<file path="src/hdl/disk_head_scheduler_unit_defines.svh">
// Assertion macros used by the disk head scheduler datapath.
`ifndef DISK_HEAD_SCHEDULER_UNIT_DEFINES_SVH
`define DISK_HEAD_SCHEDULER_UNIT_DEFINES_SVH
`ifndef NO_ASSERTIONS
`define DHS_ASSERT_NOW(label, clk, rst, ante, cons) \
   label: assert property (@(posedge clk) disable iff (rst) (ante) |-> (cons)) \
      else $error("disk head scheduler check failed");
`define DHS_ASSERT_NEXT(label, clk, rst, ante, cons) \
   label: assert property (@(posedge clk) disable iff (rst) (ante) |=> (cons)) \
      else $error("disk head scheduler check failed");
`else
`define DHS_ASSERT_NOW(label, clk, rst, ante, cons)
`define DHS_ASSERT_NEXT(label, clk, rst, ante, cons)
`endif
`endif

</file>
<file path="src/hdl/dhs_pkg.sv">
// Types and constants shared by the disk head scheduler modules.
package dhs_pkg;

   localparam int TOT_W = 22;
   localparam int CSR_IDX_W = 2;

   localparam logic CMD_ADD = 1'b0;
   localparam logic CMD_RUN = 1'b1;

   localparam logic POLICY_FCFS = 1'b0;
   localparam logic POLICY_SCAN = 1'b1;

   localparam logic [CSR_IDX_W-1:0] REG_MAX_CYLINDER = 2'd0;
   localparam logic [CSR_IDX_W-1:0] REG_HEAD_START   = 2'd1;
   localparam logic [CSR_IDX_W-1:0] REG_POLICY_MODE  = 2'd2;

   typedef enum logic [1:0] {
      PASS_COUNT,
      PASS_UP,
      PASS_DOWN
   } pass_kind_type;

   typedef enum logic [2:0] {
      EMIT_NONE,
      EMIT_DROP,
      EMIT_HEAD,
      EMIT_FCFS,
      EMIT_BEST,
      EMIT_TURN
   } emit_sel_type;

   typedef struct packed {
      logic          add;
      logic          start_run;
      logic          pass_start;
      logic          pass_run;
      pass_kind_type pass_kind;
      logic          fcfs_next;
      logic          mark_best;
      logic          below_dec;
      emit_sel_type  emit_sel;
      logic          emit_last;
      logic          clear;
   } ctrl_cmd_type;

   typedef struct packed {
      logic full;
      logic empty;
      logic policy_scan;
      logic out_free;
      logic pass_done;
      logic found;
      logic below_zero;
      logic below_one;
      logic fcfs_last;
   } ctrl_status_type;

endpackage

</file>
<file path="src/hdl/dhs_datapath.sv">
// Datapath: configuration, request store, search passes, movement and result register.
`include "disk_head_scheduler_unit_defines.svh"

module dhs_datapath #(
   parameter int MAX_REQUESTS = 32,
   parameter int CYL_BITS = 16
) (
   input  logic                           clock,
   input  logic                           reset,
   input  dhs_pkg::ctrl_cmd_type          cmd,
   output dhs_pkg::ctrl_status_type       status,
   input  logic [CYL_BITS-1:0]            req_cylinder,
   input  logic                           csr_we,
   input  logic [dhs_pkg::CSR_IDX_W-1:0]  csr_index,
   input  logic [CYL_BITS-1:0]            csr_wdata,
   input  logic                           rsp_ready,
   output logic                           rsp_valid,
   output logic [CYL_BITS-1:0]            rsp_position,
   output logic [dhs_pkg::TOT_W-1:0]      rsp_total_movement,
   output logic                           rsp_is_turnaround,
   output logic                           rsp_status,
   output logic                           rsp_last
);
   import dhs_pkg::*;

   localparam int IDX_W = (MAX_REQUESTS > 1) ? $clog2(MAX_REQUESTS) : 1;
   localparam int CNT_W = $clog2(MAX_REQUESTS + 1);
   localparam int DEPTH = 1 << IDX_W;
   localparam int SUM_W = ((CYL_BITS > TOT_W) ? CYL_BITS : TOT_W) + 1;
   localparam logic [CNT_W-1:0] MAX_CNT = CNT_W'(MAX_REQUESTS);
   localparam logic [TOT_W-1:0] TOT_SAT = '1;
   localparam logic [CYL_BITS-1:0] MAX_CYL_RESET = CYL_BITS'(65535);

   function automatic logic [CYL_BITS-1:0] clamp(input logic [CYL_BITS-1:0] v,
                                                 input logic [CYL_BITS-1:0] m);
      return (v > m) ? m : v;
   endfunction

   logic [CYL_BITS-1:0] max_cyl_ff, head_start_ff;
   logic                policy_ff;

   logic [CYL_BITS-1:0] store_mem [DEPTH];
   logic [CYL_BITS-1:0] rdata_ff;

   logic [CNT_W-1:0]    count_ff, count_in;
   logic [DEPTH-1:0]    served_ff, served_in;
   logic [CNT_W-1:0]    addr_ff, addr_in;
   logic                rd_vld_ff, rd_vld_in;
   logic [IDX_W-1:0]    rd_idx_ff, rd_idx_in;
   logic                found_ff, found_in;
   logic [IDX_W-1:0]    best_idx_ff, best_idx_in;
   logic [CYL_BITS-1:0] best_v_ff, best_v_in;
   logic [CNT_W-1:0]    below_ff, below_in;
   logic [CYL_BITS-1:0] head_ff, head_in;
   logic [CYL_BITS-1:0] pos_ff, pos_in;
   logic [TOT_W-1:0]    total_ff, total_in;

   logic                rsp_valid_ff, rsp_valid_in;
   logic [CYL_BITS-1:0] rsp_pos_ff, rsp_pos_in;
   logic [TOT_W-1:0]    rsp_total_ff, rsp_total_in;
   logic                rsp_turn_ff, rsp_turn_in;
   logic                rsp_status_ff, rsp_status_in;
   logic                rsp_last_ff, rsp_last_in;

   logic [CYL_BITS-1:0] head_clamp, rd_v, step_v, step_dist;
   logic [SUM_W-1:0]    sum;
   logic [TOT_W-1:0]    total_sat;
   logic                issue, more, hit, moving, load, out_free;

   assign head_clamp = clamp(head_start_ff, max_cyl_ff);
   assign rd_v       = clamp(rdata_ff, max_cyl_ff);
   assign more       = addr_ff < count_ff;
   assign issue      = cmd.pass_run && more;
   assign out_free   = !rsp_valid_ff || rsp_ready;
   assign load       = cmd.emit_sel != EMIT_NONE;
   assign moving     = (cmd.emit_sel == EMIT_FCFS) || (cmd.emit_sel == EMIT_BEST) ||
                       (cmd.emit_sel == EMIT_TURN);

   // A candidate must be unserved, on the right side of the head, and strictly
   // better than the current best, so equal cylinders go in store order.
   always_comb begin
      hit = 1'b0;
      case (cmd.pass_kind)
         PASS_UP: begin
            hit = !served_ff[rd_idx_ff] && (rd_v >= head_ff) &&
                  (!found_ff || (rd_v < best_v_ff));
         end
         PASS_DOWN: begin
            hit = !served_ff[rd_idx_ff] && (rd_v < head_ff) &&
                  (!found_ff || (rd_v > best_v_ff));
         end
         default: begin
            hit = 1'b0;
         end
      endcase
   end

   always_comb begin
      case (cmd.emit_sel)
         EMIT_FCFS: step_v = rd_v;
         EMIT_BEST: step_v = best_v_ff;
         EMIT_TURN: step_v = max_cyl_ff;
         default:   step_v = pos_ff;
      endcase
   end

   assign step_dist = (step_v >= pos_ff) ? (step_v - pos_ff) : (pos_ff - step_v);
   assign sum       = SUM_W'(total_ff) + SUM_W'(step_dist);
   assign total_sat = (sum > SUM_W'(TOT_SAT)) ? TOT_SAT : sum[TOT_W-1:0];

   always_comb begin
      count_in    = count_ff;
      served_in   = served_ff;
      addr_in     = addr_ff;
      rd_vld_in   = 1'b0;
      rd_idx_in   = addr_ff[IDX_W-1:0];
      found_in    = found_ff;
      best_idx_in = best_idx_ff;
      best_v_in   = best_v_ff;
      below_in    = below_ff;
      head_in     = head_ff;
      pos_in      = pos_ff;
      total_in    = total_ff;

      if (cmd.add) begin
         count_in = count_ff + CNT_W'(1);
      end
      if (cmd.start_run) begin
         head_in   = head_clamp;
         pos_in    = head_clamp;
         total_in  = '0;
         below_in  = '0;
         served_in = '0;
      end
      if (cmd.pass_start) begin
         addr_in  = '0;
         found_in = 1'b0;
      end else if (cmd.pass_run) begin
         rd_vld_in = issue;
         if (issue) begin
            addr_in = addr_ff + CNT_W'(1);
         end
         if (rd_vld_ff) begin
            if ((cmd.pass_kind == PASS_COUNT) && (rd_v < head_ff)) begin
               below_in = below_ff + CNT_W'(1);
            end
            if (hit) begin
               found_in    = 1'b1;
               best_idx_in = rd_idx_ff;
               best_v_in   = rd_v;
            end
         end
      end
      if (cmd.fcfs_next) begin
         addr_in = addr_ff + CNT_W'(1);
      end
      if (cmd.mark_best) begin
         served_in[best_idx_ff] = 1'b1;
      end
      if (cmd.below_dec) begin
         below_in = below_ff - CNT_W'(1);
      end
      if (moving) begin
         pos_in   = step_v;
         total_in = total_sat;
      end
      if (cmd.clear) begin
         count_in  = '0;
         served_in = '0;
      end
   end

   always_comb begin
      rsp_valid_in  = rsp_valid_ff && !rsp_ready;
      rsp_pos_in    = rsp_pos_ff;
      rsp_total_in  = rsp_total_ff;
      rsp_turn_in   = rsp_turn_ff;
      rsp_status_in = rsp_status_ff;
      rsp_last_in   = rsp_last_ff;
      if (load) begin
         rsp_valid_in  = 1'b1;
         rsp_turn_in   = cmd.emit_sel == EMIT_TURN;
         rsp_status_in = cmd.emit_sel == EMIT_DROP;
         rsp_last_in   = cmd.emit_last;
         case (cmd.emit_sel)
            EMIT_DROP: begin
               rsp_pos_in   = '0;
               rsp_total_in = '0;
            end
            EMIT_HEAD: begin
               rsp_pos_in   = head_clamp;
               rsp_total_in = '0;
            end
            default: begin
               rsp_pos_in   = step_v;
               rsp_total_in = total_sat;
            end
         endcase
      end
   end

   always_ff @(posedge clock) begin
      if (reset) begin
         max_cyl_ff    <= MAX_CYL_RESET;
         head_start_ff <= '0;
         policy_ff     <= POLICY_FCFS;
      end else if (csr_we) begin
         case (csr_index)
            REG_MAX_CYLINDER: max_cyl_ff    <= csr_wdata;
            REG_HEAD_START:   head_start_ff <= csr_wdata;
            REG_POLICY_MODE:  policy_ff     <= csr_wdata[0];
            default: begin
            end
         endcase
      end
   end

   always_ff @(posedge clock) begin
      if (cmd.add) begin
         store_mem[count_ff[IDX_W-1:0]] <= req_cylinder;
      end
      rdata_ff <= store_mem[addr_ff[IDX_W-1:0]];
   end

   always_ff @(posedge clock) begin
      if (reset) begin
         count_ff     <= '0;
         served_ff    <= '0;
         addr_ff      <= '0;
         rd_vld_ff    <= 1'b0;
         found_ff     <= 1'b0;
         below_ff     <= '0;
         rsp_valid_ff <= 1'b0;
      end else begin
         count_ff     <= count_in;
         served_ff    <= served_in;
         addr_ff      <= addr_in;
         rd_vld_ff    <= rd_vld_in;
         found_ff     <= found_in;
         below_ff     <= below_in;
         rsp_valid_ff <= rsp_valid_in;
      end
      rd_idx_ff     <= rd_idx_in;
      best_idx_ff   <= best_idx_in;
      best_v_ff     <= best_v_in;
      head_ff       <= head_in;
      pos_ff        <= pos_in;
      total_ff      <= total_in;
      rsp_pos_ff    <= rsp_pos_in;
      rsp_total_ff  <= rsp_total_in;
      rsp_turn_ff   <= rsp_turn_in;
      rsp_status_ff <= rsp_status_in;
      rsp_last_ff   <= rsp_last_in;
   end

   assign status.full        = count_ff == MAX_CNT;
   assign status.empty       = count_ff == '0;
   assign status.policy_scan = policy_ff == POLICY_SCAN;
   assign status.out_free    = out_free;
   assign status.pass_done   = !more && !rd_vld_ff;
   assign status.found       = found_ff;
   assign status.below_zero  = below_ff == '0;
   assign status.below_one   = below_ff == CNT_W'(1);
   assign status.fcfs_last   = (addr_ff + CNT_W'(1)) == count_ff;

   assign rsp_valid          = rsp_valid_ff;
   assign rsp_position       = rsp_pos_ff;
   assign rsp_total_movement = rsp_total_ff;
   assign rsp_is_turnaround  = rsp_turn_ff;
   assign rsp_status         = rsp_status_ff;
   assign rsp_last           = rsp_last_ff;

   `DHS_ASSERT_NOW(a_load_into_free_slot, clock, reset, load, out_free)
   `DHS_ASSERT_NOW(a_drop_only_when_full, clock, reset, cmd.emit_sel == EMIT_DROP, status.full)
   `DHS_ASSERT_NEXT(a_run_end_empties_store, clock, reset, cmd.clear, count_ff == '0)
   `DHS_ASSERT_NOW(a_mark_needs_candidate, clock, reset, cmd.mark_best, found_ff)

endmodule

</file>
<file path="src/hdl/dhs_controller.sv">
// Controller: sequences request intake, FCFS walks and SCAN search passes.
module dhs_controller (
   input  logic                     clock,
   input  logic                     reset,
   input  logic                     req_valid,
   input  logic                     req_cmd,
   output logic                     req_ready,
   input  dhs_pkg::ctrl_status_type status,
   output dhs_pkg::ctrl_cmd_type    cmd
);
   import dhs_pkg::*;

   typedef enum logic [3:0] {
      ST_IDLE,
      ST_FCFS_RD,
      ST_FCFS_EMIT,
      ST_CNT_PASS,
      ST_UP_PASS,
      ST_UP_EMIT,
      ST_TURN_EMIT,
      ST_DN_PASS,
      ST_DN_EMIT
   } state_type;

   state_type state_ff, state_in;
   logic      accept;

   assign req_ready = (state_ff == ST_IDLE) && status.out_free;
   assign accept    = req_valid && req_ready;

   always_comb begin
      cmd       = '0;
      state_in  = state_ff;
      case (state_ff)
         ST_IDLE: begin
            if (accept) begin
               if (req_cmd == CMD_ADD) begin
                  if (status.full) begin
                     cmd.emit_sel  = EMIT_DROP;
                     cmd.emit_last = 1'b1;
                  end else begin
                     cmd.add = 1'b1;
                  end
               end else begin
                  cmd.start_run  = 1'b1;
                  cmd.pass_start = 1'b1;
                  if (status.policy_scan) begin
                     state_in = ST_CNT_PASS;
                  end else if (status.empty) begin
                     cmd.emit_sel  = EMIT_HEAD;
                     cmd.emit_last = 1'b1;
                     cmd.clear     = 1'b1;
                  end else begin
                     state_in = ST_FCFS_RD;
                  end
               end
            end
         end
         ST_FCFS_RD: begin
            state_in = ST_FCFS_EMIT;
         end
         ST_FCFS_EMIT: begin
            if (status.out_free) begin
               cmd.emit_sel  = EMIT_FCFS;
               cmd.emit_last = status.fcfs_last;
               cmd.fcfs_next = 1'b1;
               if (status.fcfs_last) begin
                  cmd.clear = 1'b1;
                  state_in  = ST_IDLE;
               end else begin
                  state_in = ST_FCFS_RD;
               end
            end
         end
         ST_CNT_PASS: begin
            cmd.pass_kind = PASS_COUNT;
            if (status.pass_done) begin
               cmd.pass_start = 1'b1;
               state_in       = ST_UP_PASS;
            end else begin
               cmd.pass_run = 1'b1;
            end
         end
         ST_UP_PASS: begin
            cmd.pass_kind = PASS_UP;
            if (status.pass_done) begin
               state_in = ST_UP_EMIT;
            end else begin
               cmd.pass_run = 1'b1;
            end
         end
         ST_UP_EMIT: begin
            if (!status.found) begin
               state_in = ST_TURN_EMIT;
            end else if (status.out_free) begin
               cmd.emit_sel   = EMIT_BEST;
               cmd.mark_best  = 1'b1;
               cmd.pass_start = 1'b1;
               state_in       = ST_UP_PASS;
            end
         end
         ST_TURN_EMIT: begin
            if (status.out_free) begin
               cmd.emit_sel  = EMIT_TURN;
               cmd.emit_last = status.below_zero;
               if (status.below_zero) begin
                  cmd.clear = 1'b1;
                  state_in  = ST_IDLE;
               end else begin
                  cmd.pass_start = 1'b1;
                  state_in       = ST_DN_PASS;
               end
            end
         end
         ST_DN_PASS: begin
            cmd.pass_kind = PASS_DOWN;
            if (status.pass_done) begin
               state_in = ST_DN_EMIT;
            end else begin
               cmd.pass_run = 1'b1;
            end
         end
         ST_DN_EMIT: begin
            if (status.out_free) begin
               cmd.emit_sel  = EMIT_BEST;
               cmd.emit_last = status.below_one;
               cmd.mark_best = 1'b1;
               cmd.below_dec = 1'b1;
               if (status.below_one) begin
                  cmd.clear = 1'b1;
                  state_in  = ST_IDLE;
               end else begin
                  cmd.pass_start = 1'b1;
                  state_in       = ST_DN_PASS;
               end
            end
         end
         default: begin
            state_in = ST_IDLE;
         end
      endcase
   end

   always_ff @(posedge clock) begin
      if (reset) begin
         state_ff <= ST_IDLE;
      end else begin
         state_ff <= state_in;
      end
   end

endmodule

</file>
<file path="src/hdl/disk_head_scheduler_unit.sv">
// Add request: no result, but when the store is full a drop report is ready the cycle after it is taken.
// FCFS run: each result takes a read state and an emit state, for the registered read of the request store.
// SCAN run: a counting pass, then per result one search pass and one emit step
// over the n stored requests, with a turnaround result at the maximum cylinder.
// Synchronous active-high reset clears the count, the served marks and the result valid flag;
// the stored cylinders are left as they are and no clearing pass is needed.
module disk_head_scheduler_unit #(
   parameter int MAX_REQUESTS = 32,
   parameter int CYL_BITS = 16
) (
   input  logic                           clock,
   input  logic                           reset,
   input  logic                           req_valid,
   output logic                           req_ready,
   input  logic                           req_cmd,
   input  logic [CYL_BITS-1:0]            req_cylinder,
   input  logic                           csr_we,
   input  logic [dhs_pkg::CSR_IDX_W-1:0]  csr_index,
   input  logic [CYL_BITS-1:0]            csr_wdata,
   output logic                           rsp_valid,
   input  logic                           rsp_ready,
   output logic [CYL_BITS-1:0]            rsp_position,
   output logic [dhs_pkg::TOT_W-1:0]      rsp_total_movement,
   output logic                           rsp_is_turnaround,
   output logic                           rsp_status,
   output logic                           rsp_last
);
   import dhs_pkg::*;

   ctrl_cmd_type    cmd;
   ctrl_status_type status;

   dhs_controller u_controller (
      .clock     (clock),
      .reset     (reset),
      .req_valid (req_valid),
      .req_cmd   (req_cmd),
      .req_ready (req_ready),
      .status    (status),
      .cmd       (cmd)
   );

   dhs_datapath #(
      .MAX_REQUESTS (MAX_REQUESTS),
      .CYL_BITS     (CYL_BITS)
   ) u_datapath (
      .clock              (clock),
      .reset              (reset),
      .cmd                (cmd),
      .status             (status),
      .req_cylinder       (req_cylinder),
      .csr_we             (csr_we),
      .csr_index          (csr_index),
      .csr_wdata          (csr_wdata),
      .rsp_ready          (rsp_ready),
      .rsp_valid          (rsp_valid),
      .rsp_position       (rsp_position),
      .rsp_total_movement (rsp_total_movement),
      .rsp_is_turnaround  (rsp_is_turnaround),
      .rsp_status         (rsp_status),
      .rsp_last           (rsp_last)
   );

endmodule

</file>
<file path="config.mk">
export PLATFORM = sky130hd
export DESIGN_NAME = disk_head_scheduler_unit
export DESIGN_NICKNAME = d
export VERILOG_FILES = /design/src/hdl/dhs_pkg.sv /design/src/hdl/dhs_datapath.sv /design/src/hdl/dhs_controller.sv /design/src/hdl/disk_head_scheduler_unit.sv
export VERILOG_INCLUDE_DIRS = /design/src /design/src/hdl
export SDC_FILE = /design/constraint.sdc
export NUM_CORES = 1
export LEC_CHECK = 0
export BUFFER_PORTS_ARGS = -buffer_cell sky130_fd_sc_hd__buf_4
export CAP_MARGIN = 20
export CORE_ASPECT_RATIO = 1.2
export CORE_MARGIN = 4
export CORE_UTILIZATION = 45
export DETAILED_ROUTE_END_ITERATION = 8
export PLACE_DENSITY = 0.64
export SYNTH_ARGS = -nofsm -noshare
export SYNTH_HDL_FRONTEND = slang
export SYNTH_SLANG_ARGS = --single-unit
</file>
<file path="constraint.sdc">
create_clock -name clock -period 7.9 [get_ports clock]
set_clock_uncertainty 0.15 [all_clocks]
set_input_delay 0 -clock clock [delete_from_list [all_inputs] [get_ports clock]]
set_output_delay 0 -clock clock [all_outputs]
set_load 0.05 [all_outputs]
</file>
==> flow_summary.json, run 1 <==
{
  "postSynthCellCount": 2325,
  "slowest_stage": "or3_1",
  "synth-async-reset-ratio_pct": 0,
  "outcome": "completed",
  "fin_crit_ns": 7.52,
  "antenna_cells": 0,
  "setup_tns_ns": 0,
  "drv_cap": 0,
  "use_met3_pct": 2.83,
  "cts_max_level": 3,
  "grt_first_pass_wirelength_mm": 131,
  "yosysTopAreaCellShare_pct": 55.2,
  "root_buffer": "clkbuf_16",
  "cp_max_fo": 12,
  "grt_max_degree": 55,
  "max_stage_delay_ns": 0.48,
  "drt_drc_violations_left": 0,
  "endpoint": "u_datapath.rsp_total_movement[21]$_SDFFCE_PN0P_",
  "tightestPinTransition_ns": 1.13,
  "grt_overflow_total": 0,
  "cts_made_buffers": 76,
  "required_ns": 8.11,
  "hold_class": "in2reg",
  "grt_pass1_vias": 21352,
  "ff2ff_setup_slack_ns": 0.38,
  "syn-cell-area_sq_um": 34100,
  "cts_tree": "built",
  "setup_viol": 0,
  "wirelength_mm": 86.0,
  "yosys_warnings": 0,
  "crit_start": "u_datapath.max_cyl_ff[9]$_SDFFE_PP1P_",
  "area_delta_synth_final_pct": 15.3,
  "post_drt_wl_per_cell_um": 24.0,
  "fill_cells": 6272,
  "fp-row-count": 110,
  "nets": 2689,
  "critPathKind": "reg2reg",
  "max_freq_mhz": 133,
  "io_buffers": 82,
  "start_util_pct": 45.4,
  "drt_pre_antenna_iters": 5,
  "via_per_inst": 5.80,
  "grt_use_met2_pct": 38.2,
  "power.total_mw": 11.8,
  "post-synth-top-area-cell": "edfxtp_1",
  "dp.cells": 3377,
  "drive_above_1_share_pct": 20.9,
  "io_pins": 83,
  "synth.ff_latch_count": 739,
  "vias": 20767,
  "synth_area_per_cell_sq_um": 14.7,
  "postRouteAntennaNets": 0,
  "clkTransAtPathRegs_ns": 0.06,
  "ir_worst_vdd_v": 0.000191,
  "gr-max-usage-layer": "met2",
  "relSlewSlack_pct": 24.7,
  "dieArea_sq_um": 80400,
  "ys_seq_area_share_pct": 61.7,
  "final_cell_count_no_fill": 3583,
  "synthTopCellsByArea": "edfxtp_1 (55%), mux4_2 (11%), dfxtp_1 (6.5%)",
  "drv_slew": 0,
  "rr_worst_depth": 30,
  "synth_flop_cell": "edfxtp_1",
  "power_density_nw_per_um2": 300,
  "grt_usage_pct": 21.4,
  "r2r-end": "u_datapath.rsp_total_movement[21]$_SDFFCE_PN0P_",
  "hold_viol_final": 0,
  "routabilityCongestion": 0.940,
  "rsz0062_at_grt": "no",
  "p_leak_nw": 14.1,
  "end_kind": "flop",
  "core-area_sq_um": 75100,
  "cts.path.max_buffers": 3,
  "r2r_start": "u_datapath.max_cyl_ff[9]$_SDFFE_PP1P_",
  "clk_latency_ns": 0.64,
  "numClockSinks": 739,
  "synth_edf_count": 628,
  "antenna_found_initial": 4,
  "grtUsageMet1_pct": 27.1,
  "first_iter_violations": 1754,
  "yosysUniqueCellTypes": 91,
  "dpl.hpwl_mm": 57.1,
  "worstPathArrival_ns": 7.73,
  "cp-start-kind": "flop",
  "die_y_um": 310,
  "fin_crit_sh_pct": 95.2,
  "mappedNetlistNets": 2499,
  "die_w_um": 259
}
## metrics by stage
stage                     util, %  hold slack [ns]  cell area [sq um]  setup slack (ns)
final                        52.4           0.0337              39400             0.381
after global routing         52.4           0.0371              39400           0.00372
after CTS                    52.3          0.00981              39300            0.0153
after detailed placement     48.0           0.0685              36100            0.0894
after global placement       48.0           0.0627              36100            0.0544
after floorplan                 -          -0.0511              34100              1.52
## critical path, delay by kind of cell, from the launching register on
kind / cells / cell delay (ns)
xor gates and xnor gates: 2 / 0.33
DFF: 1 / 0.36
and+or+nand+nor: 8 / 1.87
adders and majority gates: 4 / 1.35
muxes: 1 / 0.33
AOI/OAI and AO/OA: 10 / 2.12
buffers and inverters: 5 / 0.71
## kinds of logic (layout without fill, tap and decap cells)
family	after synthesis	count (layout)	synth area share, %
AO/OA/AOI/OAI	437	438	9.13
XOR/XNOR	40	40	1.03
adder cells (fa/ha/maj)	134	134	4.98
buffers and inverters	226	475	2.84
flip-flops	739	739	61.7
multiplexers	227	227	13.0
AND/OR/NAND/NOR	522	522	7.30
## flip-flops by register name, summed over array words and instances, names as in the netlist, 4 cells and up
signal,count
u_datapath.rsp_position,16
u_datapath.head_ff,16
u_datapath.head_start_ff,16
u_datapath.rdata_ff,16
u_datapath.below_ff,6
u_datapath.total_ff,22
u_controller.state_ff,4
u_datapath.best_v_ff,16
u_datapath.pos_ff,16
u_datapath.store_mem,512
u_datapath.max_cyl_ff,16
u_datapath.served_ff,32
u_datapath.rd_idx_ff,5
u_datapath.best_idx_ff,5
u_datapath.addr_ff,6
u_datapath.rsp_total_movement,22
u_datapath.count_ff,6
## per-layer routing
layer / share of wire [%] / wire length (um) / vias to the layer above
met5: 0.056 / 48 / -
met4: 3.1 / 2630 / 8
met3: 5.1 / 4430 / 140
met2: 52 / 44700 / 690
met1: 40 / 34200 / 10518
li1: - / - / 9411
## area by class of cell
cell class                      count  area [sq um]  area share [%]
Clock buffer                      107          2200            5.60
Inverter                          113           424            1.08
Tap cell                         1008          1260            3.20
Sequential cell                   739         21100            53.6
Multi-Input combinational cell   1361         12200            30.9
Clock inverter                     31           369           0.937
Timing Repair Buffer              224          1860            4.73
## how the worst min path moves through the flow
stage | start | to | slack [ns] | cells after the start
after floorplan | req_cylinder[0] | u_datapath.store_mem[0][0]$_DFFE_PP_ | -0.05 | 0
after global placement | csr_wdata[11] | u_datapath.max_cyl_ff[11]$_SDFFE_PP1P_ | 0.06 | 2
after detailed placement | csr_wdata[11] | u_datapath.max_cyl_ff[11]$_SDFFE_PP1P_ | 0.07 | 2
after CTS | csr_wdata[9] | u_datapath.head_start_ff[9]$_SDFFE_PP0P_ | 0.01 | 4
after global routing | csr_wdata[8] | u_datapath.head_start_ff[8]$_SDFFE_PP0P_ | 0.04 | 4
final | csr_wdata[8] | u_datapath.head_start_ff[8]$_SDFFE_PP0P_ | 0.03 | 4
## repair_timing
| action | 4_1_cts | 5_1_grt |
|---|---|---|
| setup endpoints to repair | 0 | 40 |
| hold endpoints to repair | 580 | 0 |
| buffers inserted | 0 | 0 |
| hold buffers | 66 | 0 |
| gates resized for setup | 0 | 4 |
## cell usage after synthesis, types with 12 or more instances
library cell / number
a211o_1: 18
a21o_1: 59
a21oi_1: 98
a22o_1: 14
a22oi_1: 60
buf_2: 34
clkbuf_1: 56
dfxtp_1: 111
edfxtp_1: 628
ha_1: 131
inv_1: 110
mux2_2: 19
mux2i_1: 35
mux4_2: 170
nand2_1: 110
nand3_1: 27
nand4_1: 20
nor2_1: 194
nor2b_1: 12
nor3_1: 54
o21a_1: 12
o21ai_0: 37
o21ai_1: 24
o221ai_1: 15
o22ai_1: 18
or2_2: 20
or3_1: 12
xnor2_1: 23
xor2_1: 17
## power by group
group | switching (mW) | internal [mW] | leakage [nW]
Combinational | 2.23 | 1.33 | 6.23
Sequential | 0.109 | 4.51 | 6.61
Clock | 1.56 | 2.08 | 1.25
## layout by cell type, fill, tap and decap left out, types with 10 or more instances in the layout
cell type / instances
a211o_1: 18
a21o_1: 59
a21oi_1: 97
a22o_1: 14
a22oi_1: 60
buf_4: 156
clkbuf_1: 16
clkbuf_16: 80
clkbuf_8: 10
clkinv_1: 12
dfxtp_1: 106
dlygate4sd3_1: 66
edfxtp_1: 628
ha_1: 131
inv_1: 110
mux2_2: 19
mux2i_1: 35
mux4_2: 170
nand2_1: 109
nand3_1: 27
nand4_1: 20
nor2_1: 192
nor2b_1: 12
nor3_1: 54
o21a_1: 12
o21ai_0: 37
o21ai_1: 24
o221ai_1: 15
o22ai_1: 18
or2_2: 20
or3_1: 12
xnor2_1: 23
xor2_1: 16
(Power assumes the default switching activity.)
==> run 2, diff against run 1 <==
--- a/config.mk
+++ b/config.mk
@@ -15,4 +15,5 @@
 export PLACE_DENSITY = 0.64
 export SYNTH_ARGS = -nofsm -noshare
 export SYNTH_HDL_FRONTEND = slang
+export SYNTH_HIERARCHICAL = 1
 export SYNTH_SLANG_ARGS = --single-unit
==> flow_summary.json, run 2 <==
{
  "holdWs_ns": 0.0512,
  "ir_worst_vdd_v": 0.000213,
  "postSynthCellCount": 2403,
  "dpl.hpwl_mm": 58.6,
  "final_cell_mix": "edfxtp_1 (628), buf_4 (164), mux4_2 (164)",
  "final_area_sq_um": 40000,
  "yosysTopAreaCellShare_pct": 54.5,
  "tightestPinTransition_ns": 1.14,
  "cts.path.max_buffers": 3,
  "grt_usage_pct": 22.0,
  "cts_setup_buffers": 0,
  "area_delta_synth_final_pct": 15.5,
  "switchingPower_mw": 3.70,
  "rsz0062_at_grt": "no",
  "hold_class": "in2reg",
  "numClockSinks": 739,
  "synth_area_per_cell_sq_um": 14.4,
  "start_util_pct": 45.4,
  "grt_pass1_vias": 22357,
  "r2r-end": "u_datapath/rsp_total_movement[14]$_SDFFCE_PN0P_",
  "comb_power_share_pct": 27.7,
  "drv_cap": 0,
  "die_w_um": 261,
  "crit_cells": 29,
  "cts_made_buffers": 76,
  "power.total_mw": 11.6,
  "holdPathStages": 4,
  "ff_latch_area_sq_um": 21100,
  "fp-row-count": 111,
  "endpoint": "u_datapath/rsp_total_movement[14]$_SDFFCE_PN0P_",
  "cp-start-kind": "flop",
  "layout_commonest_cell": "edfxtp_1",
  "placed_cell_area_sq_um": 36700,
  "drt_drc_violations_left": 0,
  "clkPwrFrac_pct": 32.0,
  "r2r_start": "u_datapath/count_ff[1]$_SDFFE_PP0P_",
  "p_int_mw": 7.86,
  "die_y_um": 312,
  "synth_edf_count": 628,
  "synth-async-reset-ratio_pct": 0,
  "synth_commonest_cells": "edfxtp_1 (628), mux4_2 (164), a21oi_1 (152)",
  "io_buffers": 82,
  "grt_max_degree": 79,
  "yosysUniqueCellTypes": 96,
  "routabilityCongestion": 0.910,
  "setup_tns_ns": 0,
  "synth.ff_latch_count": 739,
  "postRouteAntennaNets": 0,
  "slowest_stage": "a221oi_1",
  "largest_reg_flops": 512,
  "max_freq_mhz": 136,
  "cp_top_family": "compound AO/OA/AOI/OAI gates",
  "multi_input_area_sq_um": 12600,
  "core-area_sq_um": 76200,
  "p_leak_nw": 14.0,
  "required_ns": 8.12,
  "yosys.cell_count.top_type": "edfxtp_1",
  "ff2ff_setup_slack_ns": 0.56,
  "nets": 2750,
  "post-synth-top-area-cell": "edfxtp_1",
  "clkTransAtPathRegs_ns": 0.06,
  "end_kind": "flop",
  "crit_buf_inv": 5,
  "root_buffer": "clkbuf_16",
  "drive_above_1_share_pct": 19.8,
  "critPathKind": "reg2reg",
  "cp_max_fo": 28,
  "synth_flop_cell": "edfxtp_1",
  "dieArea_sq_um": 81400,
  "switching_share_pct": 32.0,
  "crit_start": "u_datapath/count_ff[1]$_SDFFE_PP0P_",
  "synthTopCellsByArea": "edfxtp_1 (55%), mux4_2 (11%), dfxtp_1 (6.4%)",
  "grt_overflow_total": 0,
  "post_drt_wl_per_cell_um": 24.6,
  "fill_cells": 6285,
  "antenna_found_initial": 2,
  "cts_tree": "built",
  "grt_first_pass_wirelength_mm": 136,
  "wirelength_mm": 90.0,
  "p_seq_share_pct": 40.3,
  "via_per_inst": 5.97,
  "fin_crit_sh_pct": 92.9,
  "hold_viol_final": 0,
  "outcome": "completed",
  "ys_seq_area_share_pct": 61.0,
  "mappedNetlistNets": 2578,
  "worstPathArrival_ns": 7.56,
  "cts_max_level": 3,
  "io_pins": 83,
  "first_iter_violations": 1854,
  "power_density_nw_per_um2": 289,
  "vias": 21813,
  "syn-cell-area_sq_um": 34600,
  "drt_pre_antenna_iters": 5,
  "setup_viol": 0,
  "max_stage_delay_ns": 0.39,
  "yosys_warnings": 6,
  "drv_slew": 0,
  "relSlewSlack_pct": 23.9,
  "clk_latency_ns": 0.63,
  "fin_crit_ns": 7.34,
  "rr_worst_depth": 29
}
-- run 2: power groups by stage --
| stage | registers (mW) | logic, mW | clock network, mW |
|---|---|---|---|
| 2_1_floorplan | 5.03 | 1.90 | 0 |
| 3_3_place_gp | 4.74 | 3.12 | 0 |
| 3_5_place_dp | 4.74 | 3.15 | 0 |
| 4_1_cts | 4.66 | 3.19 | 3.80 |
| 5_1_grt | 4.68 | 3.48 | 3.96 |
| 6_report | 4.66 | 3.20 | 3.70 |
-- run 2: cells by family (layout without fill, tap and decap cells) --
family	Yosys count	after routing	synth area share, %
flops	739	739	61.0
compound gates	504	504	10.2
simple gates	504	504	7.19
buf+inv	263	497	3.07
mux	218	218	12.6
fa+ha+maj	135	135	4.95
xor+xnor	40	40	1.01
other cells	0	2	0
-- run 2: area by class of cell --
cell class | instances | area share [%]
antenna | 2 | 0.0125
clock buffer | 95 | 5.05
clock inverter | 45 | 1.48
inverter | 126 | 1.18
multi-input combinational | 1401 | 31.5
sequential | 739 | 52.8
tap | 1017 | 3.18
timing repair buffer | 231 | 4.78
-- run 2: metrics by stage --
step	setup slack (ns)	util, %	cells
after floorplan	0.473	-	2403
after global placement	0.677	48.1	3447
after detailed placement	0.419	48.1	3448
after CTS	0.352	52.4	3653
after global routing	0.0156	52.4	3654
final	0.563	52.4	3656
-- run 2: worst min-delay path by stage --
stage	end	slack (ns)	from
finish	u_datapath/head_start_ff[1]$_SDFFE_PP0P_	0.05	csr_wdata[1]
global route	u_datapath/head_start_ff[1]$_SDFFE_PP0P_	0.05	csr_wdata[1]
CTS	u_datapath/head_start_ff[1]$_SDFFE_PP0P_	0.009	csr_wdata[1]
detailed placement	u_datapath/max_cyl_ff[10]$_SDFFE_PP1P_	0.07	csr_wdata[10]
global placement	u_datapath/max_cyl_ff[10]$_SDFFE_PP1P_	0.07	csr_wdata[10]
floorplan	u_datapath/store_mem[0][0]$_DFFE_PP_	-0.05	req_cylinder[0]
-- run 2: worst reg2reg max path, delay by kind of cell, from the launching register on --
family | cells | cell delay [ns]
AOI/OAI and AO/OA | 13 | 2.71
and+or+nand+nor | 7 | 1.65
buffers and inverters | 5 | 1.06
adders and majority gates | 3 | 0.86
DFF | 1 | 0.38
xor gates and xnor gates | 1 | 0.27
-- run 2: timing repair --
action,CTS,global route
gates resized for setup,0,8
endpoints found under the hold margin,569,0
hold buffers,65,0
endpoints found under the setup margin,0,39
-- run 2: metal layers --
metal  part of all wire, %  GRT usage [%]  vias up
met5                     0              0        -
met2                    52           38.5      754
met1                    39           27.8    11158
met4                   3.3           7.60        0
met3                   5.7           3.31      146
li1                      -              -     9755
